===== config.mk =====
export PLATFORM = sky130hd
export DESIGN_NAME = kpt_ctrl
export DESIGN_NICKNAME = d
export VERILOG_FILES = /design/src/keyed_presence_table_top_assert.svh /design/src/kpt_pkg.sv /design/src/kpt_ctrl.sv
export SDC_FILE = /design/constraint.sdc
export NUM_CORES = 1
export LEC_CHECK = 0
export BUFFER_PORTS_ARGS = -buffer_cell sky130_fd_sc_hd__buf_2
export CAP_MARGIN = 20
export CELL_PAD_IN_SITES_DETAIL_PLACEMENT = 0
export CELL_PAD_IN_SITES_GLOBAL_PLACEMENT = 2
export CORE_UTILIZATION = 30
export DETAILED_ROUTE_END_ITERATION = 7
export HOLD_SLACK_MARGIN = 0.1
export PLACE_DENSITY_LB_ADDON = 0.1
export SYNTH_ARGS = -nofsm -noshare
export SYNTH_HDL_FRONTEND = slang
export SYNTH_SLANG_ARGS = --single-unit

===== constraint.sdc =====
create_clock -name clk_i -period 6.8 [get_ports clk_i]
set_input_delay 1.36 -clock clk_i [delete_from_list [all_inputs] [get_ports clk_i]]
set_output_delay 1.36 -clock clk_i [all_outputs]
set_load 0.005 [all_outputs]

===== src/keyed_presence_table_top_assert.svh =====
// Assertion macros for the keyed presence table.
// KPT_ASSERT checks a property at every rising clock edge outside reset.
// KPT_ASSERT_NEXT checks that a condition leads to another one in the next cycle.
`ifndef KEYED_PRESENCE_TABLE_TOP_ASSERT_SVH
`define KEYED_PRESENCE_TABLE_TOP_ASSERT_SVH
`ifndef ASSERT_OFF
`define KPT_ASSERT(lbl, clk, rst_n, prop) \
  lbl: assert property (@(posedge clk) disable iff (!rst_n) (prop)) \
    else $error("keyed presence table check failed");
`define KPT_ASSERT_NEXT(lbl, clk, rst_n, ante, cons) \
  lbl: assert property (@(posedge clk) disable iff (!rst_n) (ante) |=> (cons)) \
    else $error("keyed presence table check failed");
`else
`define KPT_ASSERT(lbl, clk, rst_n, prop)
`define KPT_ASSERT_NEXT(lbl, clk, rst_n, ante, cons)
`endif
`endif


===== src/kpt_pkg.sv =====
package kpt_pkg;

  localparam int unsigned TableDepth = 128;
  localparam int unsigned IdxW       = (TableDepth > 1) ? $clog2(TableDepth) : 1;
  localparam int unsigned CntW       = $clog2(TableDepth + 1);
  localparam int unsigned KeyW       = 32;
  localparam int unsigned StoreW     = 31;
  localparam int unsigned SlotW      = 7;
  localparam int unsigned CountW     = 8;

  typedef enum logic [1:0] {
    CmdAdd    = 2'd0,
    CmdSearch = 2'd1,
    CmdDelete = 2'd2
  } cmd_e;

  typedef enum logic [2:0] {
    StOk        = 3'd0,
    StNotFound  = 3'd1,
    StFull      = 3'd2,
    StInvalid   = 3'd3,
    StDuplicate = 3'd4
  } status_e;

  typedef enum logic [2:0] {
    StateIdle  = 3'b001,
    StateScan  = 3'b010,
    StateDrain = 3'b100
  } state_e;

  // Query token that walks down the chain, one cell per cycle.
  typedef struct packed {
    logic              active;
    logic              key_sign;
    logic [StoreW-1:0] key;
    logic              found;
    logic [IdxW-1:0]   match_idx;
    logic              free_found;
    logic [IdxW-1:0]   free_idx;
  } token_t;

  // Write command broadcast to all cells; each cell decodes its own index.
  typedef struct packed {
    logic              set;
    logic              clr;
    logic [IdxW-1:0]   idx;
    logic [StoreW-1:0] key;
  } wr_t;

endpackage


===== src/kpt_ctrl.sv =====
module kpt_ctrl (
  input  logic                          clk_i,
  input  logic                          rst_ni,
  input  logic                          in_valid_i,
  output logic                          in_ready_o,
  input  logic [1:0]                    cmd_i,
  input  logic signed [kpt_pkg::KeyW-1:0] book_key_i,
  output logic                          out_valid_o,
  input  logic                          out_ready_i,
  output logic [2:0]                    status_o,
  output logic [kpt_pkg::SlotW-1:0]     slot_index_o,
  output logic [kpt_pkg::CountW-1:0]    entry_count_o,
  output kpt_pkg::token_t               head_o,
  input  kpt_pkg::token_t               tail_i,
  output kpt_pkg::wr_t                  wr_o
);

  kpt_pkg::state_e            state_q, state_d;
  kpt_pkg::cmd_e              cmd_q;
  logic                       key_pos_q;
  logic [kpt_pkg::CntW-1:0]   count_q, count_d;
  logic                       head_act_q;
  kpt_pkg::token_t            head_q;
  kpt_pkg::token_t            head_d;
  kpt_pkg::status_e           res_status_q, res_status_d;
  logic [kpt_pkg::SlotW-1:0]  res_slot_q, res_slot_d;
  logic [kpt_pkg::CountW-1:0] res_count_q;
  kpt_pkg::status_e           out_status_q;
  logic [kpt_pkg::SlotW-1:0]  out_slot_q;
  logic [kpt_pkg::CountW-1:0] out_count_q;
  logic                       out_valid_q;
  logic                       accept;
  logic                       tail_done;
  logic                       load_out;
  kpt_pkg::wr_t               wr_d;

  assign in_ready_o = (state_q == kpt_pkg::StateIdle);
  assign accept     = in_valid_i && in_ready_o;
  assign tail_done  = (state_q == kpt_pkg::StateScan) && tail_i.active;
  assign load_out   = (state_q == kpt_pkg::StateDrain) && (!out_valid_q || out_ready_i);

  // Decide the result once the token has passed every cell.
  always_comb begin
    res_status_d = kpt_pkg::StNotFound;
    res_slot_d   = '0;
    count_d      = count_q;
    wr_d         = '0;
    wr_d.key     = tail_i.key;
    case (cmd_q)
      kpt_pkg::CmdAdd: begin
        if (count_q >= kpt_pkg::CntW'(kpt_pkg::TableDepth)) begin
          res_status_d = kpt_pkg::StFull;
        end else if (!key_pos_q) begin
          res_status_d = kpt_pkg::StInvalid;
        end else if (tail_i.found) begin
          res_status_d = kpt_pkg::StDuplicate;
        end else if (!tail_i.free_found) begin
          res_status_d = kpt_pkg::StFull;
        end else begin
          res_status_d = kpt_pkg::StOk;
          res_slot_d   = kpt_pkg::SlotW'(tail_i.free_idx);
          wr_d.set     = 1'b1;
          wr_d.idx     = tail_i.free_idx;
          count_d      = count_q + kpt_pkg::CntW'(1);
        end
      end
      kpt_pkg::CmdSearch: begin
        if (tail_i.found) begin
          res_status_d = kpt_pkg::StOk;
          res_slot_d   = kpt_pkg::SlotW'(tail_i.match_idx);
        end
      end
      kpt_pkg::CmdDelete: begin
        if (tail_i.found) begin
          res_status_d = kpt_pkg::StOk;
          res_slot_d   = kpt_pkg::SlotW'(tail_i.match_idx);
          wr_d.clr     = 1'b1;
          wr_d.idx     = tail_i.match_idx;
          if (count_q != '0) begin
            count_d = count_q - kpt_pkg::CntW'(1);
          end
        end
      end
      default: begin
      end
    endcase
  end

  always_comb begin
    wr_o     = wr_d;
    wr_o.set = wr_d.set && tail_done;
    wr_o.clr = wr_d.clr && tail_done;
  end

  always_comb begin
    state_d = state_q;
    case (state_q)
      kpt_pkg::StateIdle: begin
        if (accept) begin
          state_d = kpt_pkg::StateScan;
        end
      end
      kpt_pkg::StateScan: begin
        if (tail_i.active) begin
          state_d = kpt_pkg::StateDrain;
        end
      end
      kpt_pkg::StateDrain: begin
        if (load_out) begin
          state_d = kpt_pkg::StateIdle;
        end
      end
      default: begin
        state_d = kpt_pkg::StateIdle;
      end
    endcase
  end

  always_comb begin
    head_d          = '0;
    head_d.key_sign = book_key_i[kpt_pkg::KeyW-1];
    head_d.key      = book_key_i[kpt_pkg::StoreW-1:0];
  end

  always_ff @(posedge clk_i or negedge rst_ni) begin
    if (!rst_ni) begin
      state_q     <= kpt_pkg::StateIdle;
      count_q     <= '0;
      head_act_q  <= 1'b0;
      out_valid_q <= 1'b0;
    end else begin
      state_q    <= state_d;
      head_act_q <= accept;
      if (tail_done) begin
        count_q <= count_d;
      end
      if (load_out) begin
        out_valid_q <= 1'b1;
      end else if (out_ready_i) begin
        out_valid_q <= 1'b0;
      end
    end
  end

  always_ff @(posedge clk_i) begin
    if (accept) begin
      cmd_q     <= kpt_pkg::cmd_e'(cmd_i);
      key_pos_q <= (book_key_i != '0) && !book_key_i[kpt_pkg::KeyW-1];
      head_q    <= head_d;
    end
    if (tail_done) begin
      res_status_q <= res_status_d;
      res_slot_q   <= res_slot_d;
      res_count_q  <= kpt_pkg::CountW'(count_d);
    end
    if (load_out) begin
      out_status_q <= res_status_q;
      out_slot_q   <= res_slot_q;
      out_count_q  <= res_count_q;
    end
  end

  always_comb begin
    head_o        = head_q;
    head_o.active = head_act_q;
  end

  assign out_valid_o   = out_valid_q;
  assign status_o      = out_status_q;
  assign slot_index_o  = out_slot_q;
  assign entry_count_o = out_count_q;

endmodule


-- Yosys cells after proc, flatten, opt, wreduce, memory -nomap -nowiden
Index checks and enable logic that the tools add are counted.
- register bits after elaboration: 84
- bits in latches: 0
- RAM bits: 0
- ROM bits: 0
- input port bits: 87
- output and inout port bits: 109
- logic and storage cells: 73
- memories: 0
- add/sub/neg operators: 2
- multipliers: 0
- divide/modulo/power cells: 0
- magnitude comparators: 1
- equal/unequal tests: 8
- shift operators: 0
- muxes and demuxes: 33
- bitwise operators: 0
- reduce and logical (&&, ||, !) cells: 15
- operators with widths (cell ; number):
    8-bit two-way mux ; 7
    7-bit two-way mux ; 5
    32-bit nonzero test ; 1
    7-bit one-hot mux with 2 select lines ; 2
    3-bit two-way mux ; 6
    8-bit one-hot mux with 2 select lines ; 1
    1-bit two-way mux ; 9
    3-bit one-hot mux with 3 select lines ; 1
    8-bit by 1-bit adder with 8-bit output (second input constant) ; 1
    8-bit greater-or-equal comparator (second input constant) ; 1
    8-bit nonzero test ; 1
    8-bit by 1-bit subtractor with 8-bit output (second input constant) ; 1
    1-bit logical AND ; 6
    3-bit one-hot mux with 2 select lines ; 1
    2-bit != test (second input constant) ; 2
    3-bit by 1-bit == test with 1-bit output (second input constant) ; 1
    3-bit by 2-bit == test with 1-bit output (second input constant) ; 1
    3-bit == test (second input constant) ; 1
    3-bit AND reduction ; 1
    2-bit by 1-bit == test with 1-bit output (second input constant) ; 1
    2-bit == test (second input constant) ; 1
    1-bit zero test ; 2
    2-bit zero test ; 1
    2-bit two-way mux ; 1
    4 further kinds ; 4

-- Depth between registers and ports, before layout
- word-level depth: 6
- gate-level depth with buffers: 7
- mapped depth without buffers: 6

-- Least setup slack after synthesis
Ideal clock, no wire load.
- path type: input-to-output
- from: input port tail_i[15] in the netlist's numbering
- to: output port wr_o[31] in the netlist's numbering
- data arrival time: 2.368 ns
- required time: 5.440 ns
- slack: 3.072 ns
- stages: 4
- path buffers: 1
- cell sequence: nand4bb_1 -> nor2_1 -> clkbuf_1 -> a22o_1
- RTL lines (element ; RTL line ; RTL):
    start, declared ; kpt_ctrl.sv:14 ; input kpt_pkg::token_t tail_i,
    end, declared ; kpt_ctrl.sv:15 ; output kpt_pkg::wr_t wr_o

==> impl_metrics.tcl <==
set metrics [dict create \
    min_period_ns 4.45 \
    yosys.area.top_type "edfxtp_1" \
    rsz0062_at_grt "no" \
    initial_core_util_pct 30.6 \
    ant_nets 0 \
    ys_ff_latch 84 \
    synthFlopType "edfxtp_1" \
    pwr-share-clk_pct 30.3 \
    yosysSeqAreaShare_pct 60.9 \
    yosys-top-cells-count "edfxtp_1 (71), buf_4 (48), nor2_1 (25)" \
    leakage_uw 0.00190 \
    die_w_um 118 \
    whs_ns 0.417 \
    drive_above_1_share_pct 34.7 \
    syn_inst 326 \
    cts.clk_slew.worst_paths_ns 0.06 \
    tightest_slew_ns 1.01 \
    via_per_inst 4.62 \
    core_area_um2 13200 \
    setup.worst_path.class "in -> out" \
    wl_per_cell_um 14.8 \
    cts_root_buffer "clkbuf_16" \
    die_area_um2 13900 \
    maxCapViolations 0 \
    grt_overflow 0 \
    grt_max_degree 37 \
    fmax_mhz 225 \
    power_frac_seq_pct 47.4 \
    dp_hpwl_mm 6.24 \
    h-tree-depth 3 \
    synthTopCellsByArea "edfxtp_1 (53%), buf_4 (8.9%), dfrtp_1 (7.4%)" \
    cts_buffer_depth 2 \
    postCtsSetupRepairBufs 0 \
    portBuffers 116 \
    synth_cell_types 56 \
    crit_required_ns 5.44 \
    vias 2717 \
    antenna_found_initial 0 \
    postLayoutCoreUtil_pct 36.3 \
    setup_ws_ns 2.35 \
    io_pins 196 \
    maxSlewViolCount 0 \
    ir_worst_vdd_mv 0.105 \
    switching_power_uw 468 \
    crit_arrival_ns 3.09 \
    hold_buffers 0 \
    worstSkewPairLatency_ns 0.33 \
    cts_num_sinks 84 \
    num_rows 42 \
    syn2layout_area_growth_pct 18.5 \
    wl_mm 8.73 \
    cts_tree "done" \
    hold_path.class "reg -> reg" \
    cts_buffers 9 \
    grt_pass1_wl_mm 13.6 \
    post_cts_resized 0 \
    finClkSkew_ns 0.00349 \
    die_height_um 118 \
    fin_nets 500 \
    avgSynthCellArea_um2 12.4 \
    yosysWarnings 0 \
    synth_most_common_cell "edfxtp_1" \
    p_per_area_nw_per_um2 330 \
    tns_ns 0 \
    post-route-period-util_pct 65.5 \
    diodes 0 \
    setup_violations 0 \
    switching_share_pct 29.7 \
    critPathMaxFanout 15 \
    place_congestion 0.762 \
    dr.first_iter.drc_count 213 \
    end_kind "primary output" \
    worst_slew_margin_rel_pct 32.6 \
    outcome "finished clean" \
    startpoint_type "primary input" \
    hold_viol 0 \
    comb_power_share_pct 22.2 \
    synth_edf_count 71 \
    synth_top_area_share_pct 52.8 \
    syn_area_um2 4040 \
    synthArstFlopShare_pct 15.5 \
    dr.pass1.iters 4 \
    p_int_uw 1110 \
    pre_cts_slack_ns 2.36 \
    grt_pass1_vias 2542 \
    route.detailed.drc 0 \
    grt_use_total_pct 12.8 \
]
==> state kept, by name, summed over array words and instances (netlist names) <==
| name | count |
|---|---|
| state_q | 3 |
| head_act_q | 1 |
| res_status_q | 3 |
| entry_count_o | 8 |
| head_o | 32 |
| res_count_q | 8 |
| cmd_q | 2 |
| res_slot_q | 7 |
| status_o | 3 |
| out_valid_o | 1 |
| key_pos_q | 1 |
| slot_index_o | 7 |
| count_q | 8 |
==> cells by family (layout without fill, tap and decap cells) <==
family / after synthesis / count (layout) / synth area share, %
xor+xnor: 2 / 2 / 0.434
fa+ha+maj: 6 / 6 / 1.86
compound gates: 61 / 61 / 11.3
buf+inv: 73 / 144 / 11.7
flops: 84 / 84 / 60.9
other cells: 1 / 16 / 0.0929
simple gates: 94 / 94 / 12.5
mux: 5 / 5 / 1.30
==> critical path, cell delays in order <==
cell and delay [ns]:
buf_2 0.19, nand4bb_1 0.32, nor2_1 0.82, a22o_1 0.26, buf_2 0.12
==> cell type report <==
class	count	area, µm²
inverter	9	33.8
timing repair buffer	119	611
clock inverter	6	63.8
clock buffer	10	229
multi-input combinational	184	1170
fill	1314	8410
sequential	84	2460
tap	176	220
==> layout by cell type, fill, tap and decap left out, types with 4 or more instances in the layout <==
cell type | synthesis | routed
a21oi_1 | 6 | 6
a22o_1 | 9 | 9
a22oi_1 | 7 | 7
and2_1 | 5 | 5
buf_2 | 0 | 116
clkbuf_16 | 0 | 9
conb_1 | 1 | 16
dfrtp_1 | 12 | 12
edfxtp_1 | 71 | 71
ha_1 | 6 | 6
inv_1 | 9 | 9
nand2_1 | 17 | 17
nand2b_1 | 5 | 5
nand3_1 | 4 | 4
nor2_1 | 25 | 24
nor3_1 | 8 | 8
nor4_1 | 8 | 8
o211ai_1 | 4 | 4
o21ai_0 | 9 | 9
o31ai_1 | 4 | 4
==> power by group through the flow <==
stage | clock, µW | sequential, µW | combinational [µW]
5_1_grt | 515 | 762 | 396
2_1_floorplan | 0 | 734 | 259
3_3_place_gp | 0 | 758 | 358
6_report | 479 | 749 | 351
4_1_cts | 492 | 748 | 355
3_5_place_dp | 0 | 758 | 355
==> final timing paths <==
check                               from               to  slack [ns]  depth (start not counted)
max in group asynchronous         rst_ni       state_q[0]        5.57                          1
setup reg to reg                cmd_q[0]   res_count_q[2]        4.09                          6
setup / recovery              tail_i[15]         wr_o[36]        2.35                          5
min in group asynchronous         rst_ni       state_q[1]        0.93                          1
hold reg to reg            res_slot_q[3]  slot_index_o[3]        0.42                          0
hold / removal             res_slot_q[3]  slot_index_o[3]        0.42                          0
==> stage by stage <==
| step | instance area, µm² | power (µW) | instances |
|---|---|---|---|
| floorplan | 4090 | 993 | 341 |
| CTS | 4770 | 1600 | 587 |
| global placement | 4480 | 1120 | 571 |
| global route | 4780 | 1670 | 588 |
| finish | 4780 | 1580 | 588 |
| detailed placement | 4480 | 1110 | 571 |
==> layer usage <==
metal  GRT usage, %  share of wire [%]
met5              0                  0
met4           5.85                1.7
met3           3.34                6.5
met2           20.5                 47
met1           16.1                 44
(Power assumes the default switching activity.)
