### config.mk
export PLATFORM = sky130hd
export DESIGN_NAME = kpt_cell
export DESIGN_NICKNAME = d
export VERILOG_FILES = /design/src/keyed_presence_table_top_assert.svh /design/src/kpt_pkg.sv /design/src/kpt_cell.sv
export SDC_FILE = /design/constraint.sdc
export NUM_CORES = 1
export LEC_CHECK = 0
export BUFFER_PORTS_ARGS = -buffer_cell sky130_fd_sc_hd__buf_2
export CORE_MARGIN = 5
export CORE_UTILIZATION = 25
export DETAILED_ROUTE_END_ITERATION = 12
export MAX_ROUTING_LAYER = met4
export PLACE_DENSITY_LB_ADDON = 0.2
export SYNTH_ARGS = -nofsm -noshare
export SYNTH_HDL_FRONTEND = slang
export SYNTH_SLANG_ARGS = --single-unit
### constraint.sdc
create_clock -name clk_i -period 1.5 [get_ports clk_i]
set_input_delay 0.45 -clock clk_i [delete_from_list [all_inputs] [get_ports clk_i]]
set_output_delay 0.45 -clock clk_i [all_outputs]
set_load 0.01 [all_outputs]
### src/keyed_presence_table_top_assert.svh
// Assertion macros for the keyed presence table.
// KPT_ASSERT checks a property at every rising clock edge outside reset.
// KPT_ASSERT_NEXT checks that a condition leads to another one in the next cycle.
`ifndef KEYED_PRESENCE_TABLE_TOP_ASSERT_SVH
`define KEYED_PRESENCE_TABLE_TOP_ASSERT_SVH
`ifndef ASSERT_OFF
`define KPT_ASSERT(lbl, clk, rst_n, prop) \
  lbl: assert property (@(posedge clk) disable iff (!rst_n) (prop)) \
    else $error("keyed presence table check failed");
`define KPT_ASSERT_NEXT(lbl, clk, rst_n, ante, cons) \
  lbl: assert property (@(posedge clk) disable iff (!rst_n) (ante) |=> (cons)) \
    else $error("keyed presence table check failed");
`else
`define KPT_ASSERT(lbl, clk, rst_n, prop)
`define KPT_ASSERT_NEXT(lbl, clk, rst_n, ante, cons)
`endif
`endif

### src/kpt_pkg.sv
package kpt_pkg;

  localparam int unsigned TableDepth = 128;
  localparam int unsigned IdxW       = (TableDepth > 1) ? $clog2(TableDepth) : 1;
  localparam int unsigned CntW       = $clog2(TableDepth + 1);
  localparam int unsigned KeyW       = 32;
  localparam int unsigned StoreW     = 31;
  localparam int unsigned SlotW      = 7;
  localparam int unsigned CountW     = 8;

  typedef enum logic [1:0] {
    CmdAdd    = 2'd0,
    CmdSearch = 2'd1,
    CmdDelete = 2'd2
  } cmd_e;

  typedef enum logic [2:0] {
    StOk        = 3'd0,
    StNotFound  = 3'd1,
    StFull      = 3'd2,
    StInvalid   = 3'd3,
    StDuplicate = 3'd4
  } status_e;

  typedef enum logic [2:0] {
    StateIdle  = 3'b001,
    StateScan  = 3'b010,
    StateDrain = 3'b100
  } state_e;

  // Query token that walks down the chain, one cell per cycle.
  typedef struct packed {
    logic              active;
    logic              key_sign;
    logic [StoreW-1:0] key;
    logic              found;
    logic [IdxW-1:0]   match_idx;
    logic              free_found;
    logic [IdxW-1:0]   free_idx;
  } token_t;

  // Write command broadcast to all cells; each cell decodes its own index.
  typedef struct packed {
    logic              set;
    logic              clr;
    logic [IdxW-1:0]   idx;
    logic [StoreW-1:0] key;
  } wr_t;

endpackage

### src/kpt_cell.sv
module kpt_cell (
  input  logic                          clk_i,
  input  logic                          rst_ni,
  input  logic [kpt_pkg::IdxW-1:0]      idx_i,
  input  kpt_pkg::wr_t                  wr_i,
  input  kpt_pkg::token_t               tok_i,
  output kpt_pkg::token_t               tok_o
);

  logic                       valid_q;
  logic [kpt_pkg::StoreW-1:0] key_q;
  logic                       act_q;
  kpt_pkg::token_t            tok_d;
  kpt_pkg::token_t            tok_q;
  logic                       hit;
  logic                       wr_sel;

  assign wr_sel = (wr_i.idx == idx_i);
  assign hit    = valid_q && !tok_i.key_sign && (key_q == tok_i.key);

  // The first matching and the first free cell seen along the way win.
  always_comb begin
    tok_d = tok_i;
    if (!tok_i.found && hit) begin
      tok_d.found     = 1'b1;
      tok_d.match_idx = idx_i;
    end
    if (!tok_i.free_found && !valid_q) begin
      tok_d.free_found = 1'b1;
      tok_d.free_idx   = idx_i;
    end
  end

  always_ff @(posedge clk_i or negedge rst_ni) begin
    if (!rst_ni) begin
      valid_q <= 1'b0;
      act_q   <= 1'b0;
    end else begin
      act_q <= tok_i.active;
      if (wr_i.set && wr_sel) begin
        valid_q <= 1'b1;
      end else if (wr_i.clr && wr_sel) begin
        valid_q <= 1'b0;
      end
    end
  end

  always_ff @(posedge clk_i) begin
    tok_q <= tok_d;
    if (wr_i.set && wr_sel) begin
      key_q <= wr_i.key;
    end
  end

  always_comb begin
    tok_o        = tok_q;
    tok_o.active = act_q;
  end

endmodule

After elaboration in Yosys (flattened, before gate mapping)
Cells that the tools add are included.

operators by class
  eq/ne operators = 2
  multiplexer cells = 4
  reduce and logical (&&, ||, !) cells = 11

operators with widths
  cell                  count
  31-bit equality test  1
  7-bit two-way mux     2
  7-bit equality test   1
  1-bit logical AND     6
  1-bit logical NOT     4
  1-bit two-way mux     2
  2-bit nonzero test    1

word-level totals
  flip-flop bits (word level) = 81
  input bits = 98

Depth between registers and ports, before layout
Gate-level depths: netlist of the first run.

  depth after elaboration = 5
  mapped depth = 5
  mapped depth without buffers = 5

Worst setup path before layout of the first run
No wires, ideal clock.

  path type = input-to-reg
  start point = in idx_i[6] in the netlist's numbering
  end point = reg key_q[0] in the netlist's numbering, enable pin
  arrival time = 1.739 ns
  required time = 1.108 ns
  path slack = -0.631 ns
  stages on the path = 3
  buffers on the path = 0
  cell sequence = xor2_1 nor4_1 and2_1

between the ends
  longest elaborated chain between the ends = 2

ends and longest elaborated chain
  item                  line            RTL
  start, declared       kpt_cell.sv:4   input logic [kpt_pkg::IdxW-1:0] idx_i,
  7-bit equality test   kpt_cell.sv:18  assign wr_sel = (wr_i.idx == idx_i);
  1-bit logical AND     kpt_cell.sv:50  if (wr_i.set && wr_sel) begin
  end signal, assigned  kpt_cell.sv:51  key_q <= wr_i.key;
  end, declared         kpt_cell.sv:11  logic [kpt_pkg::StoreW-1:0] key_q;

Every way passes these cells.
A chain may end at the register's enable or synchronous reset.

==> results_dict.tcl, run 1 <==
set metrics [dict create \
    outcome "finished, violations left" \
    failing_checks "negative setup slack" \
    placement.cell_area_um2 3630 \
    area_growth_syn_to_layout_pct 54.5 \
    critical_path.max_fanout 8 \
    numPortBuffers 146 \
    ys_ff_latch 81 \
    cts_tree "yes" \
    die_x_um 112 \
    mostFrequentLayoutCells "141 x buf_2, 48 x dfxtp_1, 31 x edfxtp_1" \
    number_of_design_rule_violations_left_by_the_first_detailed_router_iteration 38 \
    post-route-worst-setup-slack_ns -0.221 \
    drt-pass1-iter-count 4 \
    timing.critical_path.max_delay_family "simple AND/OR/NAND/NOR gates" \
    total_leakage_power_nw 1.74 \
    grt_pass1_vias 1996 \
    yosys_warnings 0 \
    setup.worst_path.start_class "flop" \
    antenna_found_initial 0 \
    clock.fmax_mhz 581 \
    dieArea_um2 12400 \
    sw_frac_of_total_pct 23.6 \
    rows 37 \
    yosys.area.top_type "dfxtp_1" \
    period_share_pct 115 \
    finalNetCount 428 \
    cp_num_cells 6 \
    antenna_cells_inserted 0 \
    timing_max_transition_violations_final 0 \
    viasPerCell 3.89 \
    grt_use_total_pct 11.1 \
    power.share.combinational_pct 10.9 \
    min_path_cells 1 \
    timing.slew.headroom_pct 80.1 \
    power_frac_clock_pct 35.8 \
    worst_setup_hold_path_clk_slew_ns 0.08 \
    power_per_cell_area_nw_per_um2 1130 \
    yosys-top-cells-area "dfxtp_1 37%, edfxtp_1 36%, xnor2_1 8.5%" \
    grt_overflow 0 \
    tightest_slew_ns 0.295 \
    type_of_element_capturing_the_critical_path "flop" \
    place_worst_setup_slack_ns -0.525 \
    dpl.hpwl_mm 5.05 \
    floorplan.initialDensity_pct 25.3 \
    distinct_cells_synth 18 \
    core_ar_um2 10200 \
    path_cells "xnor2_1 -> nand4_1 -> nor4_2 -> nand4_2 -> buf_12 -> mux2_2" \
    remaining_antenna_violation_count 0 \
    ioPinCount 147 \
    utilization_pct 39.1 \
    die_h_um 112 \
    worst-path-buf-inv 1 \
    postSynthCellCount 154 \
    hold_path.class "in -> reg" \
    grt_first_pass_wirelength_mm 10.2 \
    r2r_cells 6 \
    drt_drc_violations_left 0 \
    power.share.sequential_pct 53.3 \
    gp_routability_congestion 0.748 \
    netSwitchingPower_mw 1.06 \
    rsz0062_at_grt "yes" \
    syn-mean-instance-area_um2 16.7 \
    power.total_mw 4.50 \
    max_stage_delay_ns 0.38 \
    power_report.internal_total_mw 3.44 \
    max-vdd-ir-drop_mv 0.378 \
    fin_crit_ns 1.72 \
    final_layout_size_suffix_gt1_share_pct 61.2 \
    worst-endpoint-arrival_ns 1.96 \
    drt-wirelength-per-cell_um 13.9 \
    yosysSeqAreaShare_pct 75.3 \
    grt_start_max_net_pins 16 \
    clock_skew_ns 0.00762 \
    clock_latency_ns 0.35 \
    cts-root-buf "clkbuf_8" \
    cts_buffers 9 \
    clock-sinks 81 \
    required_time_worst_endpoint_ns 1.74 \
    worstSetupPathType "reg -> reg" \
    cts-root-to-sink-buffers 2 \
    hold_violations 0 \
    synth_largest_type_area_fraction_pct 37.3 \
    timing.max_cap.violations 0 \
    final_common_cell "buf_2" \
    routed_wirelength_mm 6.53 \
    design_area_um2 3980 \
    cts.htree.levels 3 \
    synth.net_count 252 \
    vias 1832 \
    final.hold.worst_slack_ns 0.209 \
    timing.critical_path.slowest_stage_cell "edfxtp_1" \
    post_synth_instance_area_um2 2580 \
    setup-violations-final 8 \
]
[per-stage QoR]
step / cells / TNS (ns)
after detailed placement: 451 / -18.57
after CTS: 474 / -5.12
after floorplan: 154 / -5.70
final: 471 / -1.53
after global routing: 471 / -4.82
after global placement: 451 / -19.29
[repair_timing]
item                                    in CTS  in global routing
hold buffers                                 1                  0
endpoints found under the setup margin      39                 40
gates resized for setup                     15                  8
setup buffers                                3                  1
endpoints found under the hold margin        2                  0
gates cloned                                 3                  0
pin swaps                                   10                  4
[state kept, by name, indices dropped and copies added, names as in the netlist]
signal and cells:
act_q 1, key_q 31, tok_o 48, valid_q 1
[cells by family after synthesis]
family	after synthesis	share of synthesized area (%)
and+or+nand+nor	19	5.05
buffers and inverters	1	0.291
DFF	81	75.3
AOI/OAI and AO/OA	1	0.291
muxes	14	6.12
xor gates and xnor gates	38	12.9
[worst register-to-register path, stage by stage (launching register included)]
cell	delay (ns)
edfxtp_1	0.38
xnor2_1	0.16
nand4_1	0.15
nor4_2	0.33
nand4_2	0.15
buf_12	0.17
mux2_2	0.27
[power groups by stage]
stage                     sequential (mW)  combinational (mW)  clock [mW]
final                                2.40               0.489        1.61
after global routing                 2.41               0.536        1.80
after global placement               2.45               0.463           0
after detailed placement             2.45               0.463           0
after floorplan                      2.50               0.119           0
after CTS                            2.40               0.492        1.69
[synthesized netlist by cell type (all sizes together)]
cell type and instances:
xnor2 25, nor2 2, a21o 1, nand3 1, or2b 1, buf 1
dfxtp 48, edfxtp 31, dfrtp 2, nor4 5, nand2b 1, and2 1
xor2 13, nand4 7, mux2 14, nand2 1
[final cells by class]
class                           instances  area [um^2]
Clock buffer                            9          124
Clock inverter                          7         77.6
Fill cell                            1005         6200
Multi-Input combinational cell         72          693
Sequential cell                        81         1940
Tap cell                              136          170
Timing Repair Buffer                  166          975
[per-layer routing]
layer | vias to the layer above | global-route usage (%) | share of wire, %
li1 | 891 | - | -
met1 | 828 | 13.8 | 45
met2 | 103 | 16.0 | 44
met3 | 10 | 4.84 | 9.8
met4 | 0 | 3.89 | 1.4
met5 | - | - | 0
[path summary, 6_finish.rpt]
| path | from | endpoint | slack, ns |
|---|---|---|---|
| worst max register to register | key_q[29] | tok_o[11] | -0.22 |
| min in group asynchronous | rst_ni | valid_q | 0.40 |
| worst max-delay path | key_q[29] | tok_o[11] | -0.22 |
| max in group asynchronous | rst_ni | act_q | 1.00 |
| worst min-delay path | tok_i[48] | act_q | 0.21 |
| worst min register to register | valid_q | tok_o[7] | 0.57 |
No activity file was read; power rests on OpenSTA's default activity.
==> run 2: changes to the inputs <==
Settings changed: BUFFER_PORTS_ARGS -buffer_cell sky130_fd_sc_hd__buf_2 to -buffer_cell sky130_fd_sc_hd__buf_4, PLACE_DENSITY_LB_ADDON 0.2 to 0.1.
==> results_dict.tcl, run 2 (synthesis gave the netlist of run 1 again) <==
set metrics [dict create \
    number_of_fill_cells_in_the_layout 984 \
    routed_wirelength_mm 6.79 \
    timing.rr.start "key_q[29]" \
    r2r_slack_ns -0.26 \
    grt_first_pass_wirelength_mm 10.3 \
    viasPerCell 3.86 \
    floorplan.initialDensity_pct 25.3 \
    cts-root-to-sink-buffers 2 \
    grt_overflow 0 \
    required_time_worst_endpoint_ns 1.73 \
    area_growth_syn_to_layout_pct 68.5 \
    die_h_um 112 \
    grt_use_total_pct 11.1 \
    clock-sinks 81 \
    r2r_cells 6 \
    timing.critical_path.max_delay_family "simple AND/OR/NAND/NOR gates" \
    power_per_cell_area_nw_per_um2 1060 \
    dieArea_um2 12400 \
    rsz0062_at_grt "yes" \
    placement.cell_area_um2 4000 \
    clock_latency_ns 0.34 \
    drt-wirelength-per-cell_um 14.4 \
    antenna_cells_inserted 0 \
    number_of_design_rule_violations_left_by_the_first_detailed_router_iteration 44 \
    numPortBuffers 146 \
    core_ar_um2 10200 \
    grt_pass1_vias 2029 \
    timing.slew.headroom_pct 82.9 \
    remaining_antenna_violation_count 0 \
    clock_skew_ns 0.0129 \
    cts-root-buf "clkbuf_8" \
    cts_tree "yes" \
    tightest_slew_ns 0.254 \
    worst-endpoint-arrival_ns 1.98 \
    type_of_element_capturing_the_critical_path "flop" \
    design_area_um2 4340 \
    hold_violations 0 \
    grt_start_max_net_pins 17 \
    drt_drc_violations_left 0 \
    hold_path.class "in -> reg" \
    post-route-worst-setup-slack_ns -0.256 \
    mostFrequentLayoutCells "156 x buf_4, 48 x dfxtp_1, 31 x edfxtp_1" \
    max_stage_delay_ns 0.42 \
    worstHoldEndpoint "act_q" \
    timing.max_cap.violations 0 \
    cts_buffers 9 \
    finalNetCount 428 \
    post_layout_nonfiller_instances 471 \
    clock.fmax_mhz 570 \
    min_path_cells 1 \
    setup.worst_path.start_class "flop" \
    timing_max_transition_violations_final 0 \
    die_x_um 112 \
    max-vdd-ir-drop_mv 0.397 \
    numPlacedInstances 452 \
    rows 37 \
    fin_crit_ns 1.76 \
    largest_register_ff_count 48 \
    worst_setup_hold_path_clk_slew_ns 0.09 \
    drt-pass1-iter-count 4 \
    final_common_cell "buf_4" \
    period_share_pct 117 \
    path_cells "xnor2_2 -> nand4_1 -> nor4_2 -> nand4_2 -> buf_12 -> mux2_2" \
    dpl.hpwl_mm 5.28 \
    gp_routability_congestion 0.713 \
    setup_tns_ns -1.77 \
    reg2reg_to "tok_o[9]" \
    setup_fix_bufs_post_cts 0 \
    cts.htree.levels 3 \
    worst-path-buf-inv 1 \
    vias 1817 \
    total_leakage_power_nw 1.87 \
    failing_checks "negative setup slack" \
    worstSetupPathType "reg -> reg" \
    final_layout_size_suffix_gt1_share_pct 61.5 \
    outcome "finished, violations left" \
    antenna_found_initial 0 \
    ioPinCount 147 \
    power.total_mw 4.61 \
    timing.critical_path.slowest_stage_cell "edfxtp_1" \
    place_worst_setup_slack_ns -0.471 \
    hold_path.startpoint "tok_i[48]" \
    critical_path.max_fanout 8 \
    setup-violations-final 8 \
]
==> run 2: how the worst max path moves through the flow <==
stage                     startpoint        end  slack [ns]  depth (start not counted)
final                      key_q[29]   tok_o[9]       -0.26                          6
after global routing       key_q[29]  tok_o[13]       -0.39                          6
after CTS                   key_q[7]   tok_o[9]       -0.27                          6
after detailed placement   tok_i[16]  tok_o[14]       -0.47                          7
after global placement     tok_i[42]   tok_o[8]       -0.46                          7
after floorplan             idx_i[6]   key_q[0]       -0.15                          3
==> run 2: power by group <==
part	internal, mW	total [mW]	switching, mW
clock network	0.818	1.61	0.792
registers	2.38	2.40	0.0284
logic	0.386	0.594	0.208
total	3.58	4.61	1.03
==> run 2: timing repair <==
| action | 4_1_cts | 5_1_grt |
|---|---|---|
| hold buffers | 1 | 0 |
| hold endpoints to repair | 2 | 0 |
| endpoints found under the setup margin | 31 | 24 |
| gates cloned | 0 | 2 |
| pin swaps | 1 | 4 |
| gates resized for setup | 3 | 10 |
==> run 2: per-layer routing <==
metal  global-route usage, %  wire length [um]  vias up
li1                        -                 -      891
met1                    12.5              2820      821
met2                    17.0              3200       95
met3                    5.71               691       10
met4                    3.41                80        0
met5                       -                 0        -
==> run 2: cell type report <==
type,instances,area (um^2),share of cell area (%)
clock buffers,10,138,3.17
repair buffers,166,1340,30.8
flip-flops and latches,81,1940,44.7
clock inverters,6,67.6,1.56
multi-input cells,72,687,15.8
well taps,136,170,3.92
==> run 2: stage by stage <==
stage	util, %	hold slack, ns
finish	42.7	0.205
global route	42.7	0.170
CTS	41.6	0.174
detailed placement	39.3	0.242
global placement	39.3	0.244
floorplan	-	0.154
==> run 3: changes to the inputs <==
Settings changed: BUFFER_PORTS_ARGS -buffer_cell sky130_fd_sc_hd__buf_4 to -buffer_cell sky130_fd_sc_hd__buf_2.
Clock period 1.5 ns to 1.7 ns, I/O delays scaled along.
==> results_dict.tcl, run 3 (synthesis gave the netlist of run 1 again) <==
set metrics [dict create \
    worstSetupPathType "reg -> reg" \
    cts-root-buf "clkbuf_8" \
    type_of_element_capturing_the_critical_path "flop" \
    fin_crit_ns 1.76 \
    die_h_um 112 \
    setup.worst_path.start_class "flop" \
    core_ar_um2 10200 \
    r2r_cells 6 \
    cts_tree "yes" \
    drt-pass1-iter-count 4 \
    antenna_found_initial 0 \
    timing.max_cap.violations 0 \
    power_per_cell_area_nw_per_um2 1040 \
    failing_checks "negative setup slack" \
    dpl.hpwl_mm 5.13 \
    number_of_design_rule_violations_left_by_the_first_detailed_router_iteration 36 \
    reg2reg_to "tok_o[14]" \
    final.hold.worst_slack_ns 0.266 \
    final_layout_size_suffix_gt1_share_pct 58.9 \
    grt_use_total_pct 10.8 \
    grt_start_max_net_pins 18 \
    grt_pass1_vias 2032 \
    period_share_pct 104 \
    power.total_mw 4.04 \
    clock_latency_ns 0.35 \
    finalNetCount 426 \
    rsz0062_at_grt "yes" \
    min_path_cells 1 \
    outcome "finished, violations left" \
    vias 1805 \
    clock_skew_ns 0.00811 \
    ioPinCount 147 \
    rows 37 \
    hold_path.startpoint "tok_i[48]" \
    worstHoldEndpoint "act_q" \
    largest_register_ff_count 48 \
    post-route-worst-setup-slack_ns -0.0629 \
    routed_wirelength_mm 6.41 \
    numPortBuffers 146 \
    drt-wirelength-per-cell_um 13.7 \
    area_growth_syn_to_layout_pct 50.6 \
    grt_overflow 0 \
    viasPerCell 3.85 \
    antenna_cells_inserted 0 \
    numPlacedInstances 452 \
    cts_buffers 9 \
    hold_violations 0 \
    die_x_um 112 \
    place_worst_setup_slack_ns -0.397 \
    tightest_slew_ns 0.354 \
    timing.rr.start "key_q[18]" \
    timing.slew.headroom_pct 76.2 \
    remaining_antenna_violation_count 0 \
    setup-violations-final 7 \
    placement.cell_area_um2 3640 \
    critical_path.max_fanout 8 \
    mostFrequentLayoutCells "146 x buf_2, 48 x dfxtp_1, 31 x edfxtp_1" \
    final_common_cell "buf_2" \
    drt_drc_violations_left 0 \
    cts-root-to-sink-buffers 2 \
    floorplan.initialDensity_pct 25.3 \
    worst-endpoint-arrival_ns 2.00 \
    timing_max_transition_violations_final 0 \
    max-vdd-ir-drop_mv 0.314 \
    setup_fix_bufs_post_cts 0 \
    post_layout_nonfiller_instances 469 \
    gp_routability_congestion 0.732 \
    design_area_um2 3880 \
    clock.fmax_mhz 567 \
    required_time_worst_endpoint_ns 1.94 \
    cts.htree.levels 3 \
    worst_setup_hold_path_clk_slew_ns 0.08 \
    utilization_pct 38.1 \
    grt_first_pass_wirelength_mm 9.91 \
    setup_tns_ns -0.393 \
    total_leakage_power_nw 1.70 \
    r2r_slack_ns -0.06 \
    clock-sinks 81 \
    dieArea_um2 12400 \
    hold_path.class "in -> reg" \
]
-- run 3: cell types whose count changed in the layout (fill, tap and decap cells not counted), moves of 2 or more --
cell       previous run  this run
buf_2                 0       146
buf_4               156        14
buf_6                 3         0
clkbuf_1              0         3
clkinv_4              3         0
xnor2_1              20        23
xnor2_2               5         2
clkbuf_16             2         0
nor4_1                0         2
nor4_2                5         3
-- run 3: critical path, stage by stage (launching register included) --
cell      delay (ns)
edfxtp_1        0.38
xor2_1          0.15
nor4_1          0.37
buf_4           0.18
nand4_2         0.13
buf_12          0.18
mux2_2          0.27
-- run 3: report_power, final --
group | leakage (nW) | internal [mW] | switching [mW]
combinational | 0.889 | 0.224 | 0.175
clock | 0.105 | 0.866 | 0.659
sequential | 0.708 | 2.10 | 0.0238
total | 1.70 | 3.19 | 0.858
-- run 3: layout make-up --
class	count	area [um^2]
Clock inverter	3	63.8
Clock buffer	13	149
Fill cell	1037	6300
Tap cell	136	170
Timing Repair Buffer	164	906
Multi-Input combinational cell	72	652
Sequential cell	81	1940
-- run 3: worst max-delay path by stage --
stage                         start        end  slack (ns)
after floorplan            idx_i[6]   key_q[0]       -0.01
after CTS                  key_q[0]  tok_o[14]       -0.13
after detailed placement   idx_i[1]  key_q[30]       -0.40
after global placement     idx_i[1]  key_q[30]       -0.42
after global routing       key_q[0]  tok_o[10]       -0.19
final                     key_q[18]  tok_o[14]       -0.06
-- run 3: repair_timing --
item / in CTS / in global routing
gates cloned: 0 / 0
pin swaps: 1 / 3
hold buffers: 1 / 0
endpoints found under the setup margin: 38 / 8
hold endpoints to repair: 2 / 0
resized for setup: 1 / 2
-- run 3: metal layers --
layer / track usage, % / up-vias / part of all wire (%)
li1: - / 884 / -
met2: 16.8 / 94 / 46
met4: 4.14 / 0 / 1.4
met1: 11.7 / 819 / 42
met3: 5.60 / 8 / 10
met5: - / - / 0
